===== src/design/uirs_pkg.sv =====
// ----------------------------------------------------------------------------
// uirs_pkg: shared types for the user registry and session unit
// Request codes, fixed port widths and the control structs that pass
// between the sequencer and the two table rows.
// ----------------------------------------------------------------------------
`default_nettype none

package uirs_pkg;

  // Fixed widths of the request and result fields
  localparam int unsigned REQ_W       = 3;
  localparam int unsigned USER_ID_W   = 16;
  localparam int unsigned COUNT_OUT_W = 5;

  // Request codes
  typedef enum logic [REQ_W-1:0] {
    OP_REGISTER  = 3'd0,
    OP_REMOVE    = 3'd1,
    OP_LOGIN     = 3'd2,
    OP_LOGOUT    = 3'd3,
    OP_QUERY_SES = 3'd4,
    OP_QUERY_REG = 3'd5
  } req_e;

  // Update command to one table row
  typedef struct packed {
    logic append;  // write id at slot [count], count + 1
    logic drop;    // remove lowest match, close the gap, count - 1
  } row_cmd_t;

  // Lookup status from one table row
  typedef struct packed {
    logic hit;     // id present below count
    logic full;    // count at capacity
  } row_stat_t;

endpackage

`default_nettype wire


===== src/design/uirs_cell.sv =====
// ----------------------------------------------------------------------------
// uirs_cell: one slot of an ID table
// Holds one ID, compares it against the request ID and takes its upper
// neighbor's value when an entry at or below it is dropped.
// ----------------------------------------------------------------------------
`default_nettype none

module uirs_cell #(
  parameter int unsigned ID_W  = 16,
  parameter int unsigned CNT_W = 5,
  parameter int unsigned IDX   = 0
) (
  input  wire logic               clk_i,
  input  wire uirs_pkg::row_cmd_t cmd_i,
  input  wire logic [ID_W-1:0]    id_i,
  input  wire logic [CNT_W-1:0]   count_i,
  input  wire logic [ID_W-1:0]    upper_i,
  input  wire logic               chain_i,
  output logic                    chain_o,
  output logic [ID_W-1:0]         value_o
);

  logic [ID_W-1:0] value_q;
  logic            live;
  logic            match;

  // Slot is live only below the fill count
  assign live    = CNT_W'(IDX) < count_i;
  assign match   = live && (value_q == id_i);
  // Any match at this slot or below
  assign chain_o = chain_i | match;
  assign value_o = value_q;

  // Append writes the slot at count; a drop shifts everything from the
  // first match upward down by one
  always_ff @(posedge clk_i) begin
    if (cmd_i.append && (count_i == CNT_W'(IDX))) begin
      value_q <= id_i;
    end else if (cmd_i.drop && chain_o) begin
      value_q <= upper_i;
    end
  end

endmodule

`default_nettype wire


===== src/design/uirs_row.sv =====
// ----------------------------------------------------------------------------
// uirs_row: one ID table as a row of cells
// Chains DEPTH cells, keeps the fill count and reports hit and full.
// ----------------------------------------------------------------------------
`default_nettype none

module uirs_row #(
  parameter  int unsigned DEPTH = 16,
  parameter  int unsigned ID_W  = 16,
  localparam int unsigned CNT_W = $clog2(DEPTH + 1)
) (
  input  wire logic                clk_i,
  input  wire logic                rst_ni,
  input  wire uirs_pkg::row_cmd_t  cmd_i,
  input  wire logic [ID_W-1:0]     id_i,
  output uirs_pkg::row_stat_t      stat_o,
  output logic [CNT_W-1:0]         count_o,
  output logic [CNT_W-1:0]         count_next_o
);

  logic [CNT_W-1:0] count_q;
  logic [CNT_W-1:0] count_d;
  logic [ID_W-1:0]  value [DEPTH];
  logic [DEPTH:0]   chain;

  assign chain[0] = 1'b0;

  // Row of slots, each passing its value down and its match flag up
  for (genvar i = 0; i < DEPTH; i++) begin : g_cell
    logic [ID_W-1:0] upper;
    if (i == DEPTH - 1) begin : g_top
      assign upper = value[i];
    end else begin : g_mid
      assign upper = value[i+1];
    end

    uirs_cell #(
      .ID_W  (ID_W),
      .CNT_W (CNT_W),
      .IDX   (i)
    ) u_cell (
      .clk_i   (clk_i),
      .cmd_i   (cmd_i),
      .id_i    (id_i),
      .count_i (count_q),
      .upper_i (upper),
      .chain_i (chain[i]),
      .chain_o (chain[i+1]),
      .value_o (value[i])
    );
  end

  assign stat_o.hit  = chain[DEPTH];
  assign stat_o.full = (count_q == CNT_W'(DEPTH));

  // Fill count update
  always_comb begin
    count_d = count_q;
    if (cmd_i.append) begin
      count_d = count_q + CNT_W'(1);
    end else if (cmd_i.drop) begin
      count_d = count_q - CNT_W'(1);
    end
  end

  always_ff @(posedge clk_i or negedge rst_ni) begin
    if (!rst_ni) begin
      count_q <= '0;
    end else begin
      count_q <= count_d;
    end
  end

  assign count_o      = count_q;
  assign count_next_o = count_d;

endmodule

`default_nettype wire


===== src/design/user_id_registry_and_sessions_unit.sv =====
// ----------------------------------------------------------------------------
// user_id_registry_and_sessions_unit: user registry and session tables
// Keeps a table of registered user IDs and a table of logged-in sessions.
// ----------------------------------------------------------------------------
// The request beat is captured in the idle state; in the execute state every
// slot of both tables compares the ID in parallel, the first-match flag
// ripples along the row of slots and the update (append at the fill count,
// or drop with the slots above shifting down by one) is written together
// with the result. The next request is taken only once the update is
// written, so no new request is accepted while one is executing; a stalled
// result holds the update until its register frees. There is no clearing
// pass after reset: slots above the fill counts are never looked at.
// Inserts into a full table are refused.
// ----------------------------------------------------------------------------
`default_nettype none

module user_id_registry_and_sessions_unit #(
  parameter int unsigned TABLE_DEPTH = 16,
  parameter int unsigned ID_BITS     = 16
) (
  input  wire logic                               clk_i,
  input  wire logic                               rst_ni,
  input  wire logic                               in_valid_i,
  output logic                                    in_stall_o,
  input  wire logic [uirs_pkg::REQ_W-1:0]         req_type_i,
  input  wire logic [uirs_pkg::USER_ID_W-1:0]     user_id_i,
  output logic                                    out_valid_o,
  input  wire logic                               out_stall_i,
  output logic                                    ok_o,
  output logic [uirs_pkg::COUNT_OUT_W-1:0]        registered_count_o,
  output logic [uirs_pkg::COUNT_OUT_W-1:0]        session_count_o
);

  localparam int unsigned CNT_W = $clog2(TABLE_DEPTH + 1);

  typedef enum logic {
    ST_IDLE,
    ST_EXEC
  } state_e;

  state_e                          state_q;
  logic [uirs_pkg::REQ_W-1:0]      op_q;
  logic [ID_BITS-1:0]              id_q;
  logic                            out_valid_q;
  logic                            ok_q;
  logic [uirs_pkg::COUNT_OUT_W-1:0] reg_cnt_q;
  logic [uirs_pkg::COUNT_OUT_W-1:0] ses_cnt_q;

  uirs_pkg::row_cmd_t  reg_cmd, ses_cmd;
  uirs_pkg::row_stat_t reg_stat, ses_stat;
  logic [CNT_W-1:0]    reg_count, ses_count;
  logic [CNT_W-1:0]    reg_count_d, ses_count_d;
  logic                ok_d;
  logic                commit;

  // Result register is free, or frees at this edge
  assign commit = (state_q == ST_EXEC) && !(out_valid_q && out_stall_i);

  // Registered-user table
  uirs_row #(
    .DEPTH (TABLE_DEPTH),
    .ID_W  (ID_BITS)
  ) u_reg_row (
    .clk_i        (clk_i),
    .rst_ni       (rst_ni),
    .cmd_i        (reg_cmd),
    .id_i         (id_q),
    .stat_o       (reg_stat),
    .count_o      (reg_count),
    .count_next_o (reg_count_d)
  );

  // Session table
  uirs_row #(
    .DEPTH (TABLE_DEPTH),
    .ID_W  (ID_BITS)
  ) u_ses_row (
    .clk_i        (clk_i),
    .rst_ni       (rst_ni),
    .cmd_i        (ses_cmd),
    .id_i         (id_q),
    .stat_o       (ses_stat),
    .count_o      (ses_count),
    .count_next_o (ses_count_d)
  );

  // Request decode: success flag and table updates
  always_comb begin
    ok_d    = 1'b0;
    reg_cmd = '0;
    ses_cmd = '0;
    case (op_q)
      uirs_pkg::OP_REGISTER: begin
        ok_d           = !reg_stat.hit && !reg_stat.full;
        reg_cmd.append = commit && ok_d;
      end
      uirs_pkg::OP_REMOVE: begin
        ok_d         = reg_stat.hit;
        ses_cmd.drop = commit && ses_stat.hit;
        reg_cmd.drop = commit && reg_stat.hit;
      end
      uirs_pkg::OP_LOGIN: begin
        ok_d           = reg_stat.hit && !ses_stat.full;
        ses_cmd.append = commit && ok_d;
      end
      uirs_pkg::OP_LOGOUT: begin
        ok_d         = ses_stat.hit;
        ses_cmd.drop = commit && ses_stat.hit;
      end
      uirs_pkg::OP_QUERY_SES: begin
        ok_d = ses_stat.hit;
      end
      uirs_pkg::OP_QUERY_REG: begin
        ok_d = reg_stat.hit;
      end
      default: begin
        ok_d = 1'b0;
      end
    endcase
  end

  // Sequencer and result register
  always_ff @(posedge clk_i or negedge rst_ni) begin
    if (!rst_ni) begin
      state_q     <= ST_IDLE;
      op_q        <= '0;
      id_q        <= '0;
      out_valid_q <= 1'b0;
      ok_q        <= 1'b0;
      reg_cnt_q   <= '0;
      ses_cnt_q   <= '0;
    end else begin
      // Result beat leaves unless a new one takes its place
      if (out_valid_q && !out_stall_i && !commit) begin
        out_valid_q <= 1'b0;
      end
      case (state_q)
        ST_IDLE: begin
          if (in_valid_i) begin
            op_q    <= req_type_i;
            id_q    <= ID_BITS'(user_id_i);
            state_q <= ST_EXEC;
          end
        end
        ST_EXEC: begin
          if (commit) begin
            out_valid_q <= 1'b1;
            ok_q        <= ok_d;
            reg_cnt_q   <= uirs_pkg::COUNT_OUT_W'(reg_count_d);
            ses_cnt_q   <= uirs_pkg::COUNT_OUT_W'(ses_count_d);
            state_q     <= ST_IDLE;
          end
        end
        default: begin
          state_q <= ST_IDLE;
        end
      endcase
    end
  end

  assign in_stall_o         = (state_q != ST_IDLE);
  assign out_valid_o        = out_valid_q;
  assign ok_o               = ok_q;
  assign registered_count_o = reg_cnt_q;
  assign session_count_o    = ses_cnt_q;

  // Fill counts never pass capacity
  a_reg_count_cap: assert property (@(posedge clk_i) disable iff (!rst_ni)
    reg_count <= CNT_W'(TABLE_DEPTH))
    else $error("registry count above capacity");

  a_ses_count_cap: assert property (@(posedge clk_i) disable iff (!rst_ni)
    ses_count <= CNT_W'(TABLE_DEPTH))
    else $error("session count above capacity");

  // A new result beat only comes out of the execute step
  a_result_from_exec: assert property (@(posedge clk_i) disable iff (!rst_ni)
    $rose(out_valid_q) |-> $past(state_q == ST_EXEC))
    else $error("result beat without execute step");

  // Tables change only on a committed request
  a_tables_hold: assert property (@(posedge clk_i) disable iff (!rst_ni)
    !commit |=> $stable(reg_count) && $stable(ses_count))
    else $error("table count changed outside commit");

endmodule

`default_nettype wire

===== config.mk =====
export PLATFORM = sky130hd
export DESIGN_NAME = user_id_registry_and_sessions_unit
export DESIGN_NICKNAME = d
export VERILOG_FILES = /design/src/design/uirs_pkg.sv /design/src/design/uirs_cell.sv /design/src/design/uirs_row.sv /design/src/design/user_id_registry_and_sessions_unit.sv
export SDC_FILE = /design/constraint.sdc
export NUM_CORES = 1
export LEC_CHECK = 0
export ABC_AREA = 1
export ABC_CLOCK_PERIOD_IN_PS = 5200
export BUFFER_PORTS_ARGS = -buffer_cell sky130_fd_sc_hd__clkbuf_2
export CAP_MARGIN = 20
export CORE_MARGIN = 2
export CORE_UTILIZATION = 40
export CTS_CLUSTER_DIAMETER = 200
export DETAILED_ROUTE_END_ITERATION = 10
export PLACE_DENSITY = 0.57
export SLEW_MARGIN = 20
export SYNTH_ARGS = -nofsm -noshare
export SYNTH_HDL_FRONTEND = slang
export SYNTH_SLANG_ARGS = --single-unit
export TNS_END_PERCENT = 5

===== constraint.sdc =====
create_clock -name clk_i -period 5.2 [get_ports clk_i]
set_input_delay 0.52 -clock clk_i [delete_from_list [all_inputs] [get_ports clk_i]]
set_output_delay 0.52 -clock clk_i [all_outputs]
set_load 0.02 [all_outputs]

==> results of run 1 <==
==> final timing paths <==
| check | startpoint | endpoint | slack (ns) | cells after the start |
|---|---|---|---|---|
| max in group asynchronous | rst_ni | id_q[13]$_DFFE_PN0P_ | 4.69 | 2 |
| max reg2reg | id_q[8]$_DFFE_PN0P_ | u_ses_row.g_cell[10].u_cell.value_o[4]$_DFFE_PP_ | 0.59 | 19 |
| min reg2reg | ok_o$_DFFE_PN0P_ | ok_o$_DFFE_PN0P_ | 0.50 | 2 |
| min | rst_ni | session_count_o[4]$_DFFE_PN0P_ | 0.00005 | 2 |
| max | id_q[8]$_DFFE_PN0P_ | u_ses_row.g_cell[10].u_cell.value_o[4]$_DFFE_PP_ | 0.59 | 19 |
| min in group clk_i | out_stall_i | out_valid_o$_DFF_PN0_ | 0.14 | 3 |
==> cell type report <==
type | instances | area share, %
clock buffer | 78 | 4.89
clock inverter | 43 | 1.14
sequential | 554 | 46.2
tap | 1050 | 3.69
multi-input combinational | 2692 | 37.8
antenna | 1 | 0.00703
inverter | 232 | 2.45
timing repair buffer | 173 | 3.76
==> cell families after synthesis <==
group,count (synthesis),share of synthesized area [%]
flops,554,51.5
xor+xnor,255,7.00
fa+ha+maj,10,0.392
compound gates,655,10.8
mux,1,0.0353
buf+inv,475,6.35
simple gates,1771,23.9
==> cell usage after synthesis, drive strengths merged <==
library cell,n
o211ai,4
o2111ai,10
ha,10
a31o,1
a31oi,1
o31ai,1
o21ai,569
and3,6
inv,230
dfrtp,42
edfxtp,512
nor3b,9
nand3b,7
clkbuf,135
buf,108
o22ai,18
nor2,308
xor2,159
a221o,2
or2,48
and3b,1
a21o,1
xnor2,96
a21oi,27
clkinv,2
nor3,72
or4,2
nand4,95
a22o,5
a221oi,6
a211oi,3
nor4b,5
o221ai,1
a41oi,1
nand3,94
and2,8
a2111oi,4
a22oi,1
mux2,1
nor4,60
nand2,1056
==> registers in the layout, indices dropped and copies added (netlist names) <==
| name | count |
|---|---|
| u_ses_row.g_cell.u_cell.value_o | 256 |
| u_reg_row.count_o | 5 |
| ok_o | 1 |
| out_valid_o | 1 |
| op_q | 3 |
| in_stall_o | 1 |
| u_ses_row.count_o | 5 |
| id_q | 16 |
| session_count_o | 5 |
| u_reg_row.g_cell.u_cell.value_o | 256 |
| registered_count_o | 5 |
==> per-stage QoR <==
| stage | setup WS, ns | util [%] |
|---|---|---|
| global placement | 0.749 | 42.3 |
| CTS | 0.681 | 45.0 |
| global route | 0.308 | 45.0 |
| detailed placement | 0.717 | 42.3 |
| finish | 0.592 | 45.0 |
| floorplan | 0.958 | - |
==> metal layers <==
layer	share of wire, %	up-vias	global-route usage [%]
met1	45	12800	38.7
li1	-	12600	-
met2	44	1221	40.2
met3	9.5	148	4.65
met4	2.3	2	7.23
met5	0.011	-	0
==> worst register-to-register path, delay by kind of cell (launching register included) <==
kind	cells	cell delay, ns
flip-flops	1	0.64
buffers and inverters	3	0.90
AND/OR/NAND/NOR	16	2.65
==> where the power goes <==
part	internal (mW)	switching (mW)	total [mW]	leakage, nW
combinational	0.854	2.29	3.14	8.45
clock	2.71	1.98	4.69	1.05
sequential	4.90	0.179	5.08	5.05
==> cell usage in the layout (no fill, tap or decap), types with 22 or more instances in the layout <==
master,count
xor2_1,159
edfxtp_1,512
nand3_1,86
buf_4,128
nor4_1,58
a21oi_1,27
inv_1,209
clkbuf_2,35
nand4_1,90
o21ai_1,183
dfrtp_1,26
inv_2,22
nand2_1,1054
clkbuf_16,68
xnor2_1,96
o21ai_0,386
nor2_1,301
nor3_1,72
or2_2,48
==> flow_summary.yaml, run 1 <==
sta:
  tns_ns: 0
  finalSetupViolCount: 0
  rsz0062_at_grt: "no"
  fin_crit_sh_pct: 88.6
  final.min_clock_period_ns: 4.61
  clock_skew_ns: 0.0346
  hold_viol: 0
  tightest_slew_ns: 0.821
  slew_viol_final: 0
  fmax_ghz: 0.217
  holdWs_ns: 0.0000534
  slew_headroom_pct: 44.7
drt:
  ant_nets: 0
  vias_per_cell: 5.55
  first_iter_violations: 3201
  drc_errors: 0
  drtPass1Iterations: 6
  num_vias: 26800
  post_drt_wl_per_cell_um: 22.7
  drt_wl_total_mm: 109
cts:
  clk_latency_ns: 0.63
  root_buffer: "clkbuf_16"
  cts_tree: "built"
  clock_path_buffers: 3
  postCtsSetupBuffers: 0
  numCtsBuffers: 66
  cts_resized: 0
  clkSinkCount: 554
  clkTransAtPathRegs_ns: 0.06
  htree_num_levels: 3
  ctsHoldBuffers: 0
global_routing:
  grt_max_degree: 43
  track_usage_pct: 26.4
  grt_pass1_vias: 25200
  grt_pass1_wl_mm: 162
  antenna_found_initial: 3
  overflow: 0
place:
  dpl.hpwl_mm: 75.9
  place.gp.congestion: 0.917
  io_buffers: 35
  place_inst: 4701
  placed_area_mm2: 0.0334
die:
  die_w_um: 286
  rows: 103
  core_mm2: 0.0790
  die_h_um: 286
  die-area_mm2: 0.0820
  start_util_pct: 40.4
  ios: 36
synth:
  ys_seq_area_share_pct: 51.5
  avgSynthCellArea_um2: 8.57
  synth_top_area_cell: "edfxtp_1"
  ys_top_cells_by_area: "edfxtp_1, nand2_1, o21ai_0"
  syn-num-nets: 3754
  synth_cell_type_count: 54
  syn_inst: 3721
  synth_top_area_share_pct: 48.2
  syn_area_mm2: 0.0319
  yosysWarnings: 0
  synth-seq-cells: 554
outcome:
  status: "completed"
setup_path:
  crit_chain: "inv_2, buf_4, nand2_1, nand2_1, nor2_1, nand2_1, nor2_1, nand3_1, nand4_1, nor2_1, nand4_1, nor2_1, nand4_1, nor2_1, nand4_1, nand3_1, inv_1, nand2_1, nand2_1"
  cpPeakStageDelay_ns: 0.64
  worstPathMaxFanout: 16
  critical-path-top-delay-family: "simple AND/OR/NAND/NOR gates"
  arrival_ns: 4.80
  cp.required_ns: 5.40
  cp.buffers_inverters: 3
  cp-end-kind: "flip-flop"
  startpoint_type: "flip-flop"
  cp_slowest_cell: "dfrtp_2"
  critPathKind: "reg -> reg"
cells_and_area:
  layout.area.seq_mm2: 0.0164
  final_nets: 3752
  design_area_mm2: 0.0356
  fillers: 7751
  area_growth_pct: 11.5
  drive_above_1_share_pct: 10.1
  multi_input_area_mm2: 0.0135
  finalNonFillerCells: 4823
power:
  leakage_nw: 14.5
  ir_worst_vdd_mv: 0.222
  power.total_mw: 12.9
  p_per_area_mw_per_mm2: 363
min_path:
  hold_class: "in -> async"
run:
  drv_cap: 0
(Power assumes the default switching activity.)
==> run 2, diff against run 1 <==
Settings changed: CORE_UTILIZATION 40 to 50, PLACE_DENSITY 0.57 to 0.67, RECOVER_POWER set to 25.
==> run 2 against run 1 <==
The flow now finishes with violations (max-capacitance violations, max-slew violations). Die area shrank 20%. Clock skew grew 0.0075 ns. Sequential share of layout area grew 0.81 points. Cell area shrank 1.8%. Critical path depth shrank 4. Highest routed layer unchanged. Clock power shrank 4.9%. Utilization grew 10 points. Combinational power shrank 4%. Non-clock buffer count shrank 14. Fmax shrank 5.1%. First-iteration DRC count grew 10%. Register-to-register slack lost 0.25 ns.
==> flow_summary.yaml, run 2 (same netlist as run 1, synthesis figures left out) <==
outcome:
  status: "complete, but fails checks"
  failed_checks: "max-capacitance violations, max-slew violations"
die:
  die-area_mm2: 0.0658
  start_util_pct: 50.6
  die_w_um: 257
  rows: 92
  ios: 36
  die_h_um: 257
  core_mm2: 0.0631
drt:
  drt_wl_total_mm: 103
  drc_errors: 0
  vias_per_cell: 5.83
  ant_nets: 0
  num_vias: 26800
  drtPass1Iterations: 8
  post_drt_wl_per_cell_um: 22.4
  first_iter_violations: 3535
cells_and_area:
  mostFrequentLayoutCells: "nand2_1, edfxtp_1, o21ai_0"
  finalNonFillerCells: 4596
  fin_util_pct: 55.4
  drive_above_1_share_pct: 8.61
  layout.cells.most_common: "nand2_1"
  area_growth_pct: 9.54
  antenna_cells: 0
  final_nets: 3732
setup_path:
  worstSetupStartpoint: "id_q[4]$_DFFE_PN0P_"
  arrival_ns: 5.22
  critPathKind: "reg -> reg"
  cp_slowest_cell: "clkbuf_1"
  crit_chain: "buf_4, clkbuf_1, xor2_1, nor3_1, nand3_1, nor3_1, inv_1, nand4_1, nand3_1, clkbuf_2, nor2_1, nand3_1, buf_4, o21ai_1, buf_4"
  worstPathMaxFanout: 33
  cpPeakStageDelay_ns: 0.91
  rr_startpoint: "id_q[4]$_DFFE_PN0P_"
  cp-end-kind: "flip-flop"
  cp.buffers_inverters: 6
  cp.required_ns: 5.56
  startpoint_type: "flip-flop"
  critical-path-top-delay-family: "buffers and inverters"
cts:
  numCtsBuffers: 60
  clkTransAtPathRegs_ns: 0.06
  cts_tree: "built"
  clk_latency_ns: 0.68
  postCtsSetupBuffers: 0
  clkSinkCount: 554
  cts_resized: 0
  htree_num_levels: 2
  clock_path_buffers: 3
  root_buffer: "clkbuf_16"
sta:
  finalSetupViolCount: 0
  rsz0062_at_grt: "no"
  slew_viol_final: 82
  hold_viol: 0
  tightest_slew_ns: 2.84
  clock_skew_ns: 0.0421
  fin_crit_sh_pct: 93.4
  tns_ns: 0
  fmax_ghz: 0.206
  slew_headroom_pct: -89.6
  final.min_clock_period_ns: 4.86
place:
  dpl.hpwl_mm: 71.6
  place_inst: 4482
  place.gp.congestion: 0.992
  io_buffers: 35
power:
  leakage_nw: 14.3
  ir_worst_vdd_mv: 0.285
  p_per_area_mw_per_mm2: 359
global_routing:
  grt_pass1_wl_mm: 155
  grt_max_degree: 52
  track_usage_pct: 31.0
  overflow: 0
  antenna_found_initial: 1
  grt_pass1_vias: 24700
min_path:
  min_from: "req_type_i[2]"
  hold_class: "in -> reg"
run:
  drv_cap: 2
run 2: final cells by class:
cell class / instances / area (µm²)
inverters: 232 / 871
clock inverters: 32 / 407
fillers: 5853 / 28100
flip-flops and latches: 554 / 16400
well taps: 846 / 1060
multi-input cells: 2692 / 13400
clock buffers: 81 / 1620
repair buffers: 159 / 1110
run 2: per-stage QoR:
step	power [mW]	instance area, µm²	hold WS, ns	worst slack, ns
4_1_cts	12.5	35000	0.0526	0.656
2_1_floorplan	6.89	31900	0.224	0.958
3_5_place_dp	8.08	33000	0.467	0.699
5_1_grt	12.9	34900	0.0702	0.140
6_report	12.5	34900	0.0823	0.343
3_3_place_gp	8.08	33000	0.478	0.816
run 2: worst paths after layout:
| path | endpoint | slack [ns] | depth (start not counted) |
|---|---|---|---|
| max | u_ses_row.g_cell[12].u_cell.value_o[7]$_DFFE_PP_ | 0.34 | 15 |
| min | op_q[2]$_DFFE_PN0P_ | 0.08 | 2 |
| max reg2reg | u_ses_row.g_cell[12].u_cell.value_o[7]$_DFFE_PP_ | 0.34 | 15 |
| min reg2reg | session_count_o[4]$_DFFE_PN0P_ | 0.49 | 2 |
| max in group asynchronous | id_q[7]$_DFFE_PN0P_ | 1.95 | 3 |
| min in group asynchronous | id_q[3]$_DFFE_PN0P_ | 1.41 | 3 |
run 2: metal layers:
metal / track usage [%] / vias up / wire, µm
met3: 6.42 / 225 / 11800
li1: - / 12600 / -
met5: 0 / - / 11
met1: 45.4 / 12500 / 43900
met2: 45.6 / 1488 / 43800
met4: 11.0 / 2 / 3680
run 2: timing repair:
item | 4_1_cts | 5_1_grt
hold buffers | 1 | 0
setup endpoints to repair | 0 | 0
hold endpoints to repair | 34 | 0
run 2: report_power, final:
group	total (mW)	leakage, nW	internal [mW]	switching, mW
clock	4.46	0.975	2.54	1.91
combinational	3.01	8.28	0.799	2.21
sequential	5.08	5.06	4.90	0.176
